==> src/sv/square_law_envelope_detector_core_macros.svh <==
// Assertion helpers shared by the detector modules.
// Define ASSERT_OFF to compile the checks out.
`ifndef SQUARE_LAW_ENVELOPE_DETECTOR_CORE_MACROS_SVH
`define SQUARE_LAW_ENVELOPE_DETECTOR_CORE_MACROS_SVH

`ifndef ASSERT_OFF
// check masked while reset is active
`define SLED_ASSERT(lbl, clk, rst_n, prop, msg) \
    lbl: assert property (@(posedge clk) disable iff (!rst_n) prop) else $error(msg);
// check that also holds through reset
`define SLED_ASSERT_ALWAYS(lbl, clk, prop, msg) \
    lbl: assert property (@(posedge clk) prop) else $error(msg);
`else
`define SLED_ASSERT(lbl, clk, rst_n, prop, msg)
`define SLED_ASSERT_ALWAYS(lbl, clk, prop, msg)
`endif

`endif

==> src/sv/sled_pkg.sv <==
package sled_pkg;

    // Field and datapath widths
    localparam int ENV_W       = 17;
    localparam int OUT_TDATA_W = ((ENV_W + 7) / 8) * 8;
    localparam int CFG_IDX_W   = 2;
    localparam int CFG_DATA_W  = 32;
    localparam int GAIN_W      = 30;
    localparam int COEF_W      = 32;
    localparam int MUL_W       = 33;
    localparam int PROD_W      = 2 * MUL_W;
    localparam int SQ_W        = 32;
    localparam int SUM_W       = SQ_W + 2;
    localparam int SUM_HALF    = SUM_W / 2;
    localparam int Y_W         = 48;
    localparam int Y_FRAC      = 16;
    localparam int ACC_W       = 64;
    localparam int TERM_W      = 80;
    localparam int ROOT_W      = 32;
    localparam int ROOT_STEPS  = ROOT_W / 2;
    localparam int ROOT_CNT_W  = $clog2(ROOT_STEPS);

    // Register indexes on the configuration port
    localparam logic [CFG_IDX_W-1:0] CFG_FEEDFORWARD_GAIN = 2'd0;
    localparam logic [CFG_IDX_W-1:0] CFG_FEEDBACK_FIRST   = 2'd1;
    localparam logic [CFG_IDX_W-1:0] CFG_FEEDBACK_SECOND  = 2'd2;

    // Coefficient reset values
    localparam logic [GAIN_W-1:0]        GAIN_RESET = 30'd42016;
    localparam logic signed [COEF_W-1:0] A1_RESET   = -32'sd2128384648;
    localparam logic signed [COEF_W-1:0] A2_RESET   = 32'sd1054827824;

    // Saturation limits
    localparam logic signed [ACC_W-1:0] ACC_MAX = 64'sh7FFF_FFFF_FFFF_FFFF;
    localparam logic signed [ACC_W-1:0] ACC_MIN = 64'sh8000_0000_0000_0000;
    localparam logic [Y_W-1:0]          Y_MAX   = 48'h7FFF_FFFF_FFFF;
    localparam logic [Y_W-1:0]          Y_MIN   = 48'h8000_0000_0000;

    // Controller states
    typedef enum logic [3:0] {
        ST_IDLE,
        ST_SQUARE,
        ST_SUM,
        ST_FF_LO,
        ST_FF_HI,
        ST_FB1_LO,
        ST_FB1_HI,
        ST_FB2_LO,
        ST_FB2_HI,
        ST_FB2_LAST,
        ST_FB2_SUB,
        ST_CLAMP,
        ST_ROOT,
        ST_DONE
    } state_t;

    // Operand pair for the shared multiplier
    typedef enum logic [2:0] {
        MUL_SQUARE,
        MUL_FF_LO,
        MUL_FF_HI,
        MUL_FB1_LO,
        MUL_FB1_HI,
        MUL_FB2_LO,
        MUL_FB2_HI
    } mul_sel_t;

    // Product accumulator operation
    typedef enum logic [1:0] {
        TERM_HOLD,
        TERM_LOAD,
        TERM_ADD_FF,
        TERM_ADD_FB
    } term_op_t;

    // Filter sum operation
    typedef enum logic [1:0] {
        ACC_HOLD,
        ACC_FF,
        ACC_SUB
    } acc_op_t;

    // Commands from controller to datapath
    typedef struct packed {
        logic     load;
        mul_sel_t mul_sel;
        logic     sum_load;
        term_op_t term_op;
        acc_op_t  acc_op;
        logic     y_load;
        logic     root_step;
        logic     out_load;
    } cmd_t;

endpackage

==> src/sv/sled_ctrl.sv <==
`include "square_law_envelope_detector_core_macros.svh"

module sled_ctrl
(
    input  logic          clk,
    input  logic          rst_n,
    input  logic          s_valid,
    output logic          s_ready,
    input  logic          m_ready,
    output logic          m_valid,
    output sled_pkg::cmd_t cmd
);
    import sled_pkg::*;

    state_t                state_reg, state_next;
    logic [ROOT_CNT_W-1:0] root_cnt_reg, root_cnt_next;
    logic                  out_valid_reg, out_valid_next;
    logic                  root_last;
    logic                  out_free;

    assign root_last = (root_cnt_reg == ROOT_CNT_W'(ROOT_STEPS - 1));
    assign out_free  = !out_valid_reg || m_ready;

    // Next state
    always_comb
    begin
        state_next = state_reg;
        case (state_reg)
            ST_IDLE:     if (s_valid) state_next = ST_SQUARE;
            ST_SQUARE:   state_next = ST_SUM;
            ST_SUM:      state_next = ST_FF_LO;
            ST_FF_LO:    state_next = ST_FF_HI;
            ST_FF_HI:    state_next = ST_FB1_LO;
            ST_FB1_LO:   state_next = ST_FB1_HI;
            ST_FB1_HI:   state_next = ST_FB2_LO;
            ST_FB2_LO:   state_next = ST_FB2_HI;
            ST_FB2_HI:   state_next = ST_FB2_LAST;
            ST_FB2_LAST: state_next = ST_FB2_SUB;
            ST_FB2_SUB:  state_next = ST_CLAMP;
            ST_CLAMP:    state_next = ST_ROOT;
            ST_ROOT:     if (root_last) state_next = ST_DONE;
            ST_DONE:     if (out_free) state_next = ST_IDLE;
            default:     state_next = ST_IDLE;
        endcase
    end

    // Outputs and datapath commands
    always_comb
    begin
        s_ready       = 1'b0;
        cmd.load      = 1'b0;
        cmd.mul_sel   = MUL_SQUARE;
        cmd.sum_load  = 1'b0;
        cmd.term_op   = TERM_HOLD;
        cmd.acc_op    = ACC_HOLD;
        cmd.y_load    = 1'b0;
        cmd.root_step = 1'b0;
        cmd.out_load  = 1'b0;
        case (state_reg)
            ST_IDLE:
            begin
                s_ready  = 1'b1;
                cmd.load = s_valid;
            end
            ST_SQUARE:   cmd.mul_sel = MUL_SQUARE;
            ST_SUM:      cmd.sum_load = 1'b1;
            ST_FF_LO:    cmd.mul_sel = MUL_FF_LO;
            ST_FF_HI:
            begin
                cmd.mul_sel = MUL_FF_HI;
                cmd.term_op = TERM_LOAD;
            end
            ST_FB1_LO:
            begin
                cmd.mul_sel = MUL_FB1_LO;
                cmd.term_op = TERM_ADD_FF;
            end
            ST_FB1_HI:
            begin
                cmd.mul_sel = MUL_FB1_HI;
                cmd.term_op = TERM_LOAD;
                cmd.acc_op  = ACC_FF;
            end
            ST_FB2_LO:
            begin
                cmd.mul_sel = MUL_FB2_LO;
                cmd.term_op = TERM_ADD_FB;
            end
            ST_FB2_HI:
            begin
                cmd.mul_sel = MUL_FB2_HI;
                cmd.term_op = TERM_LOAD;
                cmd.acc_op  = ACC_SUB;
            end
            ST_FB2_LAST: cmd.term_op = TERM_ADD_FB;
            ST_FB2_SUB:  cmd.acc_op = ACC_SUB;
            ST_CLAMP:    cmd.y_load = 1'b1;
            ST_ROOT:     cmd.root_step = 1'b1;
            ST_DONE:     cmd.out_load = out_free;
            default:     s_ready = 1'b0;
        endcase
    end

    // Root step count and output valid
    always_comb
    begin
        root_cnt_next = (state_reg == ST_ROOT) ? root_cnt_reg + 1'b1 : '0;
        if (cmd.out_load)
            out_valid_next = 1'b1;
        else if (m_ready)
            out_valid_next = 1'b0;
        else
            out_valid_next = out_valid_reg;
    end

    always_ff @(posedge clk or negedge rst_n)
    begin
        if (!rst_n)
        begin
            state_reg     <= ST_IDLE;
            root_cnt_reg  <= '0;
            out_valid_reg <= 1'b0;
        end
        else
        begin
            state_reg     <= state_next;
            root_cnt_reg  <= root_cnt_next;
            out_valid_reg <= out_valid_next;
        end
    end

    assign m_valid = out_valid_reg;

    `SLED_ASSERT(a_accept_starts_work, clk, rst_n, (s_valid && s_ready) |=> (state_reg == ST_SQUARE), "accepted item did not start the sequence")
    `SLED_ASSERT(a_no_result_overwrite, clk, rst_n, cmd.out_load |-> (!out_valid_reg || m_ready), "unread result overwritten")
    `SLED_ASSERT_ALWAYS(a_root_cnt_clear, clk, (state_reg != ST_ROOT) |-> (root_cnt_reg == '0), "root step count not clear outside root phase")

endmodule

==> src/sv/sled_dp.sv <==
`include "square_law_envelope_detector_core_macros.svh"

module sled_dp
#(
    parameter int SAMPLE_WIDTH   = 16,
    parameter int COEF_FRAC_BITS = 30
)
(
    input  logic                                clk,
    input  logic                                rst_n,
    input  sled_pkg::cmd_t                      cmd,
    input  logic [SAMPLE_WIDTH-1:0]             sample,
    input  logic                                record_start,
    input  logic                                cfg_we,
    input  logic [sled_pkg::CFG_IDX_W-1:0]      cfg_index,
    input  logic [sled_pkg::CFG_DATA_W-1:0]     cfg_data,
    output logic [sled_pkg::ENV_W-1:0]          envelope,
    output logic                                clamped
);
    import sled_pkg::*;

    localparam int FF_SHIFT = COEF_FRAC_BITS - Y_FRAC;

    // Coefficients
    logic [GAIN_W-1:0]        b0_reg;
    logic signed [COEF_W-1:0] a1_reg, a2_reg;

    // Filter history
    logic [SQ_W-1:0] sdly1_reg, sdly2_reg;
    logic [Y_W-1:0]  fdly1_reg, fdly2_reg;

    // Working registers
    logic [SAMPLE_WIDTH-1:0]  mag_reg, mag_next;
    logic [SQ_W-1:0]          x0_reg, x0_next;
    logic [SUM_W-1:0]         sum_reg, sum_next;
    logic signed [MUL_W-1:0]  mul_a, mul_b;
    logic signed [PROD_W-1:0] mul_reg;
    logic signed [TERM_W-1:0] term_reg, term_next, mul_ext;
    logic signed [ACC_W-1:0]  acc_reg, acc_next, fb_term, ff_sat;
    logic [ACC_W-1:0]         ff_shifted;
    logic signed [ACC_W:0]    acc_diff;
    logic                     y_over, y_under;
    logic [Y_W-1:0]           y_next;
    logic                     sat_reg, sat_next;

    // Root unit
    logic [ROOT_W-1:0] rem_reg, rem_next;
    logic [ROOT_W-1:0] res_reg, res_next;
    logic [ROOT_W-1:0] bit_reg, bit_next;
    logic [ROOT_W-1:0] root_in, root_trial;

    logic [ENV_W-1:0] envelope_reg;
    logic             clamped_reg;

    // Configuration writes and history
    always_ff @(posedge clk or negedge rst_n)
    begin
        if (!rst_n)
        begin
            b0_reg    <= GAIN_RESET;
            a1_reg    <= A1_RESET;
            a2_reg    <= A2_RESET;
            sdly1_reg <= '0;
            sdly2_reg <= '0;
            fdly1_reg <= '0;
            fdly2_reg <= '0;
        end
        else
        begin
            if (cfg_we)
            begin
                case (cfg_index)
                    CFG_FEEDFORWARD_GAIN: b0_reg <= cfg_data[GAIN_W-1:0];
                    CFG_FEEDBACK_FIRST:   a1_reg <= signed'(cfg_data[COEF_W-1:0]);
                    CFG_FEEDBACK_SECOND:  a2_reg <= signed'(cfg_data[COEF_W-1:0]);
                    default:              b0_reg <= b0_reg;
                endcase
            end
            if (cmd.load && record_start)
            begin
                sdly1_reg <= '0;
                sdly2_reg <= '0;
                fdly1_reg <= '0;
                fdly2_reg <= '0;
            end
            else if (cmd.y_load)
            begin
                sdly2_reg <= sdly1_reg;
                sdly1_reg <= x0_reg;
                fdly2_reg <= fdly1_reg;
                fdly1_reg <= y_next;
            end
        end
    end

    // Sample magnitude
    assign mag_next = sample[SAMPLE_WIDTH-1] ? SAMPLE_WIDTH'(~sample + 1'b1) : sample;

    // Shared multiplier operand select
    always_comb
    begin
        case (cmd.mul_sel)
            MUL_SQUARE:
            begin
                mul_a = MUL_W'(mag_reg);
                mul_b = MUL_W'(mag_reg);
            end
            MUL_FF_LO:
            begin
                mul_a = MUL_W'(b0_reg);
                mul_b = MUL_W'(sum_reg[SUM_HALF-1:0]);
            end
            MUL_FF_HI:
            begin
                mul_a = MUL_W'(b0_reg);
                mul_b = MUL_W'(sum_reg[SUM_W-1:SUM_HALF]);
            end
            MUL_FB1_LO:
            begin
                mul_a = MUL_W'(a1_reg);
                mul_b = MUL_W'(fdly1_reg[Y_FRAC-1:0]);
            end
            MUL_FB1_HI:
            begin
                mul_a = MUL_W'(a1_reg);
                mul_b = MUL_W'(signed'(fdly1_reg[Y_W-1:Y_FRAC]));
            end
            MUL_FB2_LO:
            begin
                mul_a = MUL_W'(a2_reg);
                mul_b = MUL_W'(fdly2_reg[Y_FRAC-1:0]);
            end
            MUL_FB2_HI:
            begin
                mul_a = MUL_W'(a2_reg);
                mul_b = MUL_W'(signed'(fdly2_reg[Y_W-1:Y_FRAC]));
            end
            default:
            begin
                mul_a = '0;
                mul_b = '0;
            end
        endcase
    end

    // Doubled square with saturation, then the feedforward tap sum
    always_comb
    begin
        if (|mul_reg[PROD_W-1:SQ_W-1])
            x0_next = '1;
        else
            x0_next = {mul_reg[SQ_W-2:0], 1'b0};
        sum_next = SUM_W'(x0_next) + SUM_W'({sdly1_reg, 1'b0}) + SUM_W'(sdly2_reg);
    end

    // Product accumulation (low partial product first)
    assign mul_ext = TERM_W'(mul_reg);

    always_comb
    begin
        case (cmd.term_op)
            TERM_LOAD:   term_next = mul_ext;
            TERM_ADD_FF: term_next = term_reg + (mul_ext <<< SUM_HALF);
            TERM_ADD_FB: term_next = term_reg + (mul_ext <<< Y_FRAC);
            default:     term_next = term_reg;
        endcase
    end

    // Filter sum with 64-bit saturation
    assign ff_shifted = term_reg[ACC_W-1:0] >> FF_SHIFT;
    assign ff_sat     = ff_shifted[ACC_W-1] ? ACC_MAX : signed'(ff_shifted);
    assign fb_term    = ACC_W'(term_reg >>> COEF_FRAC_BITS);
    assign acc_diff   = {acc_reg[ACC_W-1], acc_reg} - {fb_term[ACC_W-1], fb_term};

    always_comb
    begin
        case (cmd.acc_op)
            ACC_FF:  acc_next = ff_sat;
            ACC_SUB:
            begin
                if (acc_diff[ACC_W] != acc_diff[ACC_W-1])
                    acc_next = acc_diff[ACC_W] ? ACC_MIN : ACC_MAX;
                else
                    acc_next = acc_diff[ACC_W-1:0];
            end
            default: acc_next = acc_reg;
        endcase
    end

    // Clamp to 48 bits and pick the root input
    always_comb
    begin
        y_over  = !acc_reg[ACC_W-1] && (|acc_reg[ACC_W-2:Y_W-1]);
        y_under = acc_reg[ACC_W-1] && !(&acc_reg[ACC_W-2:Y_W-1]);
        if (y_over)
            y_next = Y_MAX;
        else if (y_under)
            y_next = Y_MIN;
        else
            y_next = acc_reg[Y_W-1:0];
        sat_next = y_over || y_next[Y_W-1];
        root_in  = y_next[Y_W-1] ? '0 : y_next[Y_W-1:Y_FRAC];
    end

    // One result bit per root step
    assign root_trial = res_reg + bit_reg;

    always_comb
    begin
        rem_next = rem_reg;
        res_next = res_reg;
        bit_next = bit_reg;
        if (cmd.y_load)
        begin
            rem_next = root_in;
            res_next = '0;
            bit_next = ROOT_W'(1) << (ROOT_W - 2);
        end
        else if (cmd.root_step)
        begin
            if (rem_reg >= root_trial)
            begin
                rem_next = rem_reg - root_trial;
                res_next = (res_reg >> 1) + bit_reg;
            end
            else
            begin
                res_next = res_reg >> 1;
            end
            bit_next = bit_reg >> 2;
        end
    end

    // Payload registers
    always_ff @(posedge clk)
    begin
        mul_reg  <= mul_a * mul_b;
        term_reg <= term_next;
        acc_reg  <= acc_next;
        rem_reg  <= rem_next;
        res_reg  <= res_next;
        bit_reg  <= bit_next;
        if (cmd.load)
            mag_reg <= mag_next;
        if (cmd.sum_load)
        begin
            x0_reg  <= x0_next;
            sum_reg <= sum_next;
        end
        if (cmd.y_load)
            sat_reg <= sat_next;
        if (cmd.out_load)
        begin
            envelope_reg <= {res_reg[ENV_W-2:0], 1'b0};
            clamped_reg  <= sat_reg;
        end
    end

    assign envelope = envelope_reg;
    assign clamped  = clamped_reg;

    `SLED_ASSERT(a_negative_flagged, clk, rst_n, $past(cmd.y_load) |-> (!fdly1_reg[Y_W-1] || sat_reg), "negative filter output without clamp flag")
    `SLED_ASSERT(a_root_bit_onehot, clk, rst_n, cmd.root_step |-> $onehot(bit_reg), "root trial bit lost")
    `SLED_ASSERT(a_root_fits, clk, rst_n, cmd.out_load |-> (res_reg[ROOT_W-1:ENV_W-1] == '0), "root result too wide")

endmodule

==> src/sv/square_law_envelope_detector_core.sv <==
// Square-law envelope detector: each sample is squared and doubled, low-pass filtered
// by a second-order section (b0, 2*b0, b0 feedforward, a1/a2 feedback from the
// configuration registers, Q2.30 by default), kept with 16 fraction bits, clamped at
// zero and to 48 bits, and reported as twice the integer square root of its integer
// part, with a flag when the filter output was negative or saturated. A set tuser bit
// on an input marks the start of a new record and clears all filter history first.
// Each accepted item is worked through in sequence: seven partial products
// go one after another through a single shared 33 x 33 multiplier, the sums are
// saturated in a 64-bit accumulator, and the square root resolves one result bit per
// cycle. A new item is taken only once the last result has gone to the output register;
// a waiting result sits in the output register while the next item is accepted and
// processed.
// Configuration writes are taken at any time and belong in idle periods.
module square_law_envelope_detector_core
#(
    parameter int SAMPLE_WIDTH   = 16,
    parameter int COEF_FRAC_BITS = 30
)
(
    input  logic                                      clk,
    input  logic                                      rst_n,
    // input stream
    input  logic                                      s_axis_tvalid,
    output logic                                      s_axis_tready,
    input  logic [((SAMPLE_WIDTH + 7) / 8) * 8 - 1:0] s_axis_tdata,  // sample
    input  logic [0:0]                                s_axis_tuser,  // record_start
    // result stream
    output logic                                      m_axis_tvalid,
    input  logic                                      m_axis_tready,
    output logic [sled_pkg::OUT_TDATA_W-1:0]          m_axis_tdata,  // envelope
    output logic [0:0]                                m_axis_tuser,  // clamped
    // register writes
    input  logic                                      cfg_valid,
    output logic                                      cfg_ready,
    input  logic [sled_pkg::CFG_IDX_W-1:0]            cfg_index,
    input  logic [sled_pkg::CFG_DATA_W-1:0]           cfg_data
);
    import sled_pkg::*;

    cmd_t             cmd;
    logic [ENV_W-1:0] envelope;
    logic             clamped;

    assign cfg_ready = 1'b1;

    sled_ctrl u_ctrl
    (
        .clk     (clk),
        .rst_n   (rst_n),
        .s_valid (s_axis_tvalid),
        .s_ready (s_axis_tready),
        .m_ready (m_axis_tready),
        .m_valid (m_axis_tvalid),
        .cmd     (cmd)
    );

    sled_dp
    #(
        .SAMPLE_WIDTH   (SAMPLE_WIDTH),
        .COEF_FRAC_BITS (COEF_FRAC_BITS)
    )
    u_dp
    (
        .clk          (clk),
        .rst_n        (rst_n),
        .cmd          (cmd),
        .sample       (s_axis_tdata[SAMPLE_WIDTH-1:0]),
        .record_start (s_axis_tuser[0]),
        .cfg_we       (cfg_valid),
        .cfg_index    (cfg_index),
        .cfg_data     (cfg_data),
        .envelope     (envelope),
        .clamped      (clamped)
    );

    // Result transfer payload
    assign m_axis_tdata = {{(OUT_TDATA_W - ENV_W){1'b0}}, envelope};
    assign m_axis_tuser = clamped;

endmodule
==> config.mk <==
export PLATFORM = sky130hd
export DESIGN_NAME = square_law_envelope_detector_core
export DESIGN_NICKNAME = d
export VERILOG_FILES = /design/src/sv/sled_pkg.sv /design/src/sv/sled_ctrl.sv /design/src/sv/sled_dp.sv /design/src/sv/square_law_envelope_detector_core.sv
export VERILOG_INCLUDE_DIRS = /design/src /design/src/sv
export SDC_FILE = /design/constraint.sdc
export NUM_CORES = 2
export LEC_CHECK = 0
export ABC_CLOCK_PERIOD_IN_PS = 14200
export BUFFER_PORTS_ARGS = -buffer_cell sky130_fd_sc_hd__buf_2
export CAP_MARGIN = 20
export CORE_ASPECT_RATIO = 1.1
export CORE_MARGIN = 4
export CORE_UTILIZATION = 45
export CTS_CLUSTER_SIZE = 24
export DETAILED_ROUTE_END_ITERATION = 8
export PLACE_DENSITY = 0.58
export SLEW_MARGIN = 20
export SYNTH_ARGS = -nofsm -noshare
export SYNTH_HDL_FRONTEND = slang
export SYNTH_SLANG_ARGS = --single-unit
export TNS_END_PERCENT = 1
==> constraint.sdc <==
create_clock -name clk -period 14.2 [get_ports clk]
set_input_delay 1.42 -clock clk [delete_from_list [all_inputs] [get_ports clk]]
set_output_delay 1.42 -clock clk [all_outputs]
set_load 0.05 [all_outputs]
# Yosys cells after proc, flatten, opt, wreduce, memory -nomap -nowiden
# Index checks and enable logic that the tools add are counted.
[totals]
memories = 0
inputBits = 56
word_cells = 137
output_inout_bits = 28
ff_bits = 653
latchBits = 0
mem_bits_ro = 0
ramBits = 0
[classes]
eq_ne = 31
mul = 1
bitwise = 1
mux = 39
add_sub_neg = 10
n_reduce_logical = 31
n_div = 0
shifts = 0
order_cmp = 1
[op_table]
columns = ["operator", "count"]
rows = [
  ["2-to-1 mux 32 bit", 9],
  ["2-to-1 mux 48 bit", 6],
  ["case mux 80 bit (3 select lines)", 1],
  ["case mux 33 bit (7 select lines)", 1],
  ["adder 80 bit", 2],
  ["case mux 33 bit (4 select lines)", 1],
  ["2-to-1 mux 64 bit", 2],
  ["case mux 64 bit (2 select lines)", 1],
  ["multiplier 33 x 33 -> 66 bit", 1],
  ["subtractor 64 x 50 -> 65 bit", 1],
  ["case mux 4 bit (14 select lines)", 1],
  ["OR reduction 35 bit", 1],
  ["adder 32 x 33 -> 34 bit", 1],
  ["adder 34 x 32 -> 34 bit", 1],
  ["adder 31 x 31 -> 32 bit", 1],
  ["adder 32 x 31 -> 32 bit", 1],
  [">= comparator 32 bit", 1],
  ["subtractor 32 bit", 1],
  ["2-to-1 mux 31 bit", 1],
  ["equality test 4 bit, second input constant", 7],
  ["case mux 3 bit (6 select lines)", 1],
  ["adder 16 x 1 -> 16 bit, second input constant", 1],
  ["equality test 4 x 3 -> 1 bit, second input constant", 4],
  ["2-to-1 mux 4 bit", 4],
  ["30 further kinds", 63],
]

# Logic depth before layout (Yosys ltp)
[depth]
depth_word = 7
mapped_depth = 40

# Hierarchy
# A second synthesis with hierarchy kept.
[unflattened]
cells_unflattened = 8548
area_unflattened_um2 = 79169.7
[modules_own_cells]
columns = ["mod", "n_inst", "seq_area_each_um2", "area_per_inst_um2", "cells_per_inst"]
rows = [
  ["sled_dp", 1, 16550.9, 78569.1, 8478],
  ["sled_ctrl", 1, 225.2, 533.0, 60],
  ["square_law_envelope_detector_core", 1, 0.0, 67.6, 10],
]

# Least setup slack after synthesis
# No wires, ideal clock.
[synth_timing]
path_type = "flip-flop to flip-flop"
start = "register u_ctrl.state_reg[2]"
end = "register u_dp.mul_reg[65]"
arrival_ps = 9648
path_stages_with_launch = 37
setup_time_ps = 121
path_buffers = 5
required_time_ps = 14079
synth_period_minus_slack_ps = 9769
path_slack_ps = 4431
cell_sequence = "dfrtp_1 -> buf_2 -> inv_1 -> nand2_1 -> nor3_1 -> or2_2 -> clkbuf_1 -> nor3_1 -> buf_2 -> buf_2 -> nand2_1 -> nand4_1 -> clkbuf_1 -> nand2_1 -> fa_1 -> inv_1 -> fa_1 -> fa_1 -> fa_1 -> fa_1 -> fa_1 -> fa_1 -> inv_1 -> fa_1 -> inv_1 -> ha_1 -> a21o_1 -> a21o_1 -> a21o_1 -> a21oi_1 -> o21ai_0 -> a211oi_1 -> o21a_1 -> nor3_1 -> o41ai_1 -> o21ai_0 -> xnor2_1"
[synth_via]
elab_chain_len = 6
[synth_rtl]
columns = ["element", "line_no", "text"]
rows = [
  ["start: declaration", "sled_ctrl.sv:15", "state_t state_reg, state_next;"],
  ["start signal: assignment", "sled_ctrl.sv:126", "state_reg <= state_next;"],
  ["equality test 4 bit (tied with other cells)", "sled_ctrl.sv:59", "case (state_reg)"],
  ["case mux 3 bit (6 select lines) (*)", "sled_ctrl.sv:59", ""],
  ["equality test 3 bit (tied with other cells)", "sled_dp.sv:102", "case (cmd.mul_sel)"],
  ["OR reduction 2 bit (no line)", "n/a", ""],
  ["case mux 33 bit (4 select lines)", "sled_dp.sv:102", ""],
  ["multiplier 33 x 33 -> 66 bit (*)", "sled_dp.sv:237", "mul_reg <= mul_a * mul_b;"],
  ["end signal: assignment", "sled_dp.sv:237", ""],
  ["end: declaration", "sled_dp.sv:37", "logic signed [PROD_W-1:0] mul_reg;"],
]
# Mark *: on every way between the ends. The rest lies on a longest branch, timed or not.
# A chain may end at the register's enable or synchronous reset.

# Worst setup path in the final report
[layout_timing]
start = "register u_ctrl.state_reg[3]"
end = "register u_dp.mul_reg[59]"
# Same word-level chain as after synthesis.

==> results.toml <==
[clock_network]
clock_tree.buffer_depth = 3
clockRootBuffer = "clkbuf_16"
hold_buffers = 0
clock_latency_ns = 0.70
postCtsSetupRepairBufs = 0
cts-buffers-inserted = 76
cts.sinks = 639
htree_num_levels = 3
cts_tree = "built"
clk_pin_slew_worst_paths_ns = 0.06
post_cts_resized = 0

[worst_hold_path]
min_path_type = "reg -> reg"

[drt]
ant_nets = 0
routed_via_density = 5.87
top_layer = "met5"
dr.pass1.iters = 6
wirelength_um = 273000
met1_length_um = 112000
drc = 0
wl_met2_um = 126000
dr_total_vias = 63900
met3_wirelength_um = 19600
drt-initial-drc-count = 5754
post_drt_wl_per_cell_um = 25.1

[grt]
grt_pass1_vias = 65500
antenna_found_initial = 15
overflow = 0
grt_first_pass_wirelength_um = 413000
grt_max_degree = 80
track_usage_pct = 29.8

[final_layout]
area_growth_pct = 6.83
multi_input_area_um2 = 55900
num-fill-cells = 16500
seqCellArea_um2 = 16800
layout-drive-gt1-share_pct = 7.23
nets = 10300

[yosys]
synth_top_area_share_pct = 29.2
synth-seq-cells = 639
synth-edff-count = 262
synth.most_common_cell = "inv_1"
netlist_area_um2 = 79300
async_reset_ff_share_pct = 41.2
seq_area_frac_synth_pct = 21.2
ys.flop_type = "edfxtp_1"
yosysWarnings = 0
synth_cells = 8697
netlist_top_cells_area = "fa_1 29%, edfxtp_1 9.9%, ha_1 8.0%"
synth_top_area_cell = "fa_1"
avgSynthCellArea_um2 = 9.12
ys_types = 105
synthTopCellsByCount = "1,376 x inv_1, 1,158 x fa_1, 1,085 x nand2_1, 719 x nor2_1, 508 x ha_1"

[floorplanning]
pin_count = 84
initial_core_util_pct = 45.3
dieArea_um2 = 183000
die_h_um = 448
coreArea_um2 = 175000
die_w_um = 408
rows = 161

[sta]
setup-violations-final = 0
fmax_ghz = 0.0829
finalHoldViolations = 0
layout_min_cycle_time_ns = 12.06
drv_slew = 0
max-slew-margin-rel_pct = 16.5
rsz0062_at_grt = "false"
tightest_slew_ns = 1.25
tns_ns = 0
clock_skew_ns = 0.0799
post-route-period-util_pct = 84.9

[setup_path]
startpoint_type = "flop"
endpoint_kind = "flop"
crit_fanout = 32
slowest_stage = "a211oi_1"
critPathMostFrequentCell = "fa_1"
critPathArrivalTime_ns = 12.62
path_class = "reg -> reg"
cp.required_ns = 14.76
slowest_delay_ns = 1.00

[place]
hpwl_um = 211000
io_buffers = 74
gp_congestion = 0.967

[job]
max_cap_violations = 0

[run_status]
status = "finished, final reports clean"
stage by stage:
step           instance area [µm²]  util (%)  hold slack [ns]  instances  setup slack (ns)
6_report                     84700      48.4            0.418      10900              2.14
5_1_grt                      84700      48.4            0.437      10900              1.64
4_1_cts                      84600      48.4            0.412      10900              2.34
3_5_place_dp                 82000      46.8            0.409      10700              2.45
3_3_place_gp                 82000      46.8            0.406      10700              2.55
2_1_floorplan                79300         -            0.400       8704              4.43
routing by layer:
layer	GRT usage (%)	up-vias
li1	-	28100
met1	39.3	32600
met2	48.4	2528
met3	4.51	626
met4	14.4	8
met5	0	-
worst max-delay path: cells and delay by family (launching register included):
family / cells / cell delay, ns
flip-flops: 1 / 0.57
buffers and inverters: 6 / 1.25
adder cells (fa/ha/maj): 9 / 5.19
AND/OR/NAND/NOR: 12 / 3.10
AO/OA/AOI/OAI: 3 / 1.60
XOR/XNOR: 1 / 0.16
path summary, 6_finish.rpt:
kind	start	to	slack, ns	depth (start not counted)
setup / recovery	u_ctrl.state_reg[3]	u_dp.mul_reg[59]	2.14	31
hold / removal	u_dp.x0_reg[23]	u_dp.sdly1_reg[23]	0.42	2
setup reg to reg	u_ctrl.state_reg[3]	u_dp.mul_reg[59]	2.14	31
hold reg to reg	u_dp.x0_reg[23]	u_dp.sdly1_reg[23]	0.42	2
max in group asynchronous	rst_n	u_dp.fdly2_reg[33]	12.12	2
min in group asynchronous	rst_n	u_dp.sdly1_reg[14]	0.70	1
cell usage in the layout (no fill, tap or decap), types with 75 or more instances in the layout:
master and n:
ha_1 507, inv_1 1375, clkbuf_16 81, dfxtp_1 114
nand2_1 1081, buf_4 125, nand4_1 84, xor2_1 139
a21o_1 163, o21ai_0 399, fa_1 1158, mux2_2 98
nand3_1 75, nor2_1 715, dfrtp_1 227, a21oi_1 387
a22oi_1 105, edfxtp_1 262, xnor2_1 226, o22ai_1 76
layout make-up:
class	instances	area share, %
Clock inverter	33	0.529
Antenna cell	8	0.0236
Inverter	1377	6.11
Tap cell	2282	3.37
Sequential cell	639	19.8
Timing Repair Buffer	200	1.59
Clock buffer	108	2.60
Multi-Input combinational cell	6243	66.0
kinds of logic (layout without fill, tap and decap cells):
logic type	count (synthesis)	count (layout)	synth area share [%]
other	2	17	0.00947
AOI/OAI and AO/OA	1714	1714	14.2
buffers and inverters	1822	1718	8.74
and+or+nand+nor	2373	2373	13.0
adders and majority gates	1671	1671	37.3
muxes	111	111	1.56
DFF	639	639	21.2
xor gates and xnor gates	365	365	4.03
Power is not shown: default switching activity piles up to over one toggle a cycle in this logic, so the estimate is an artifact.
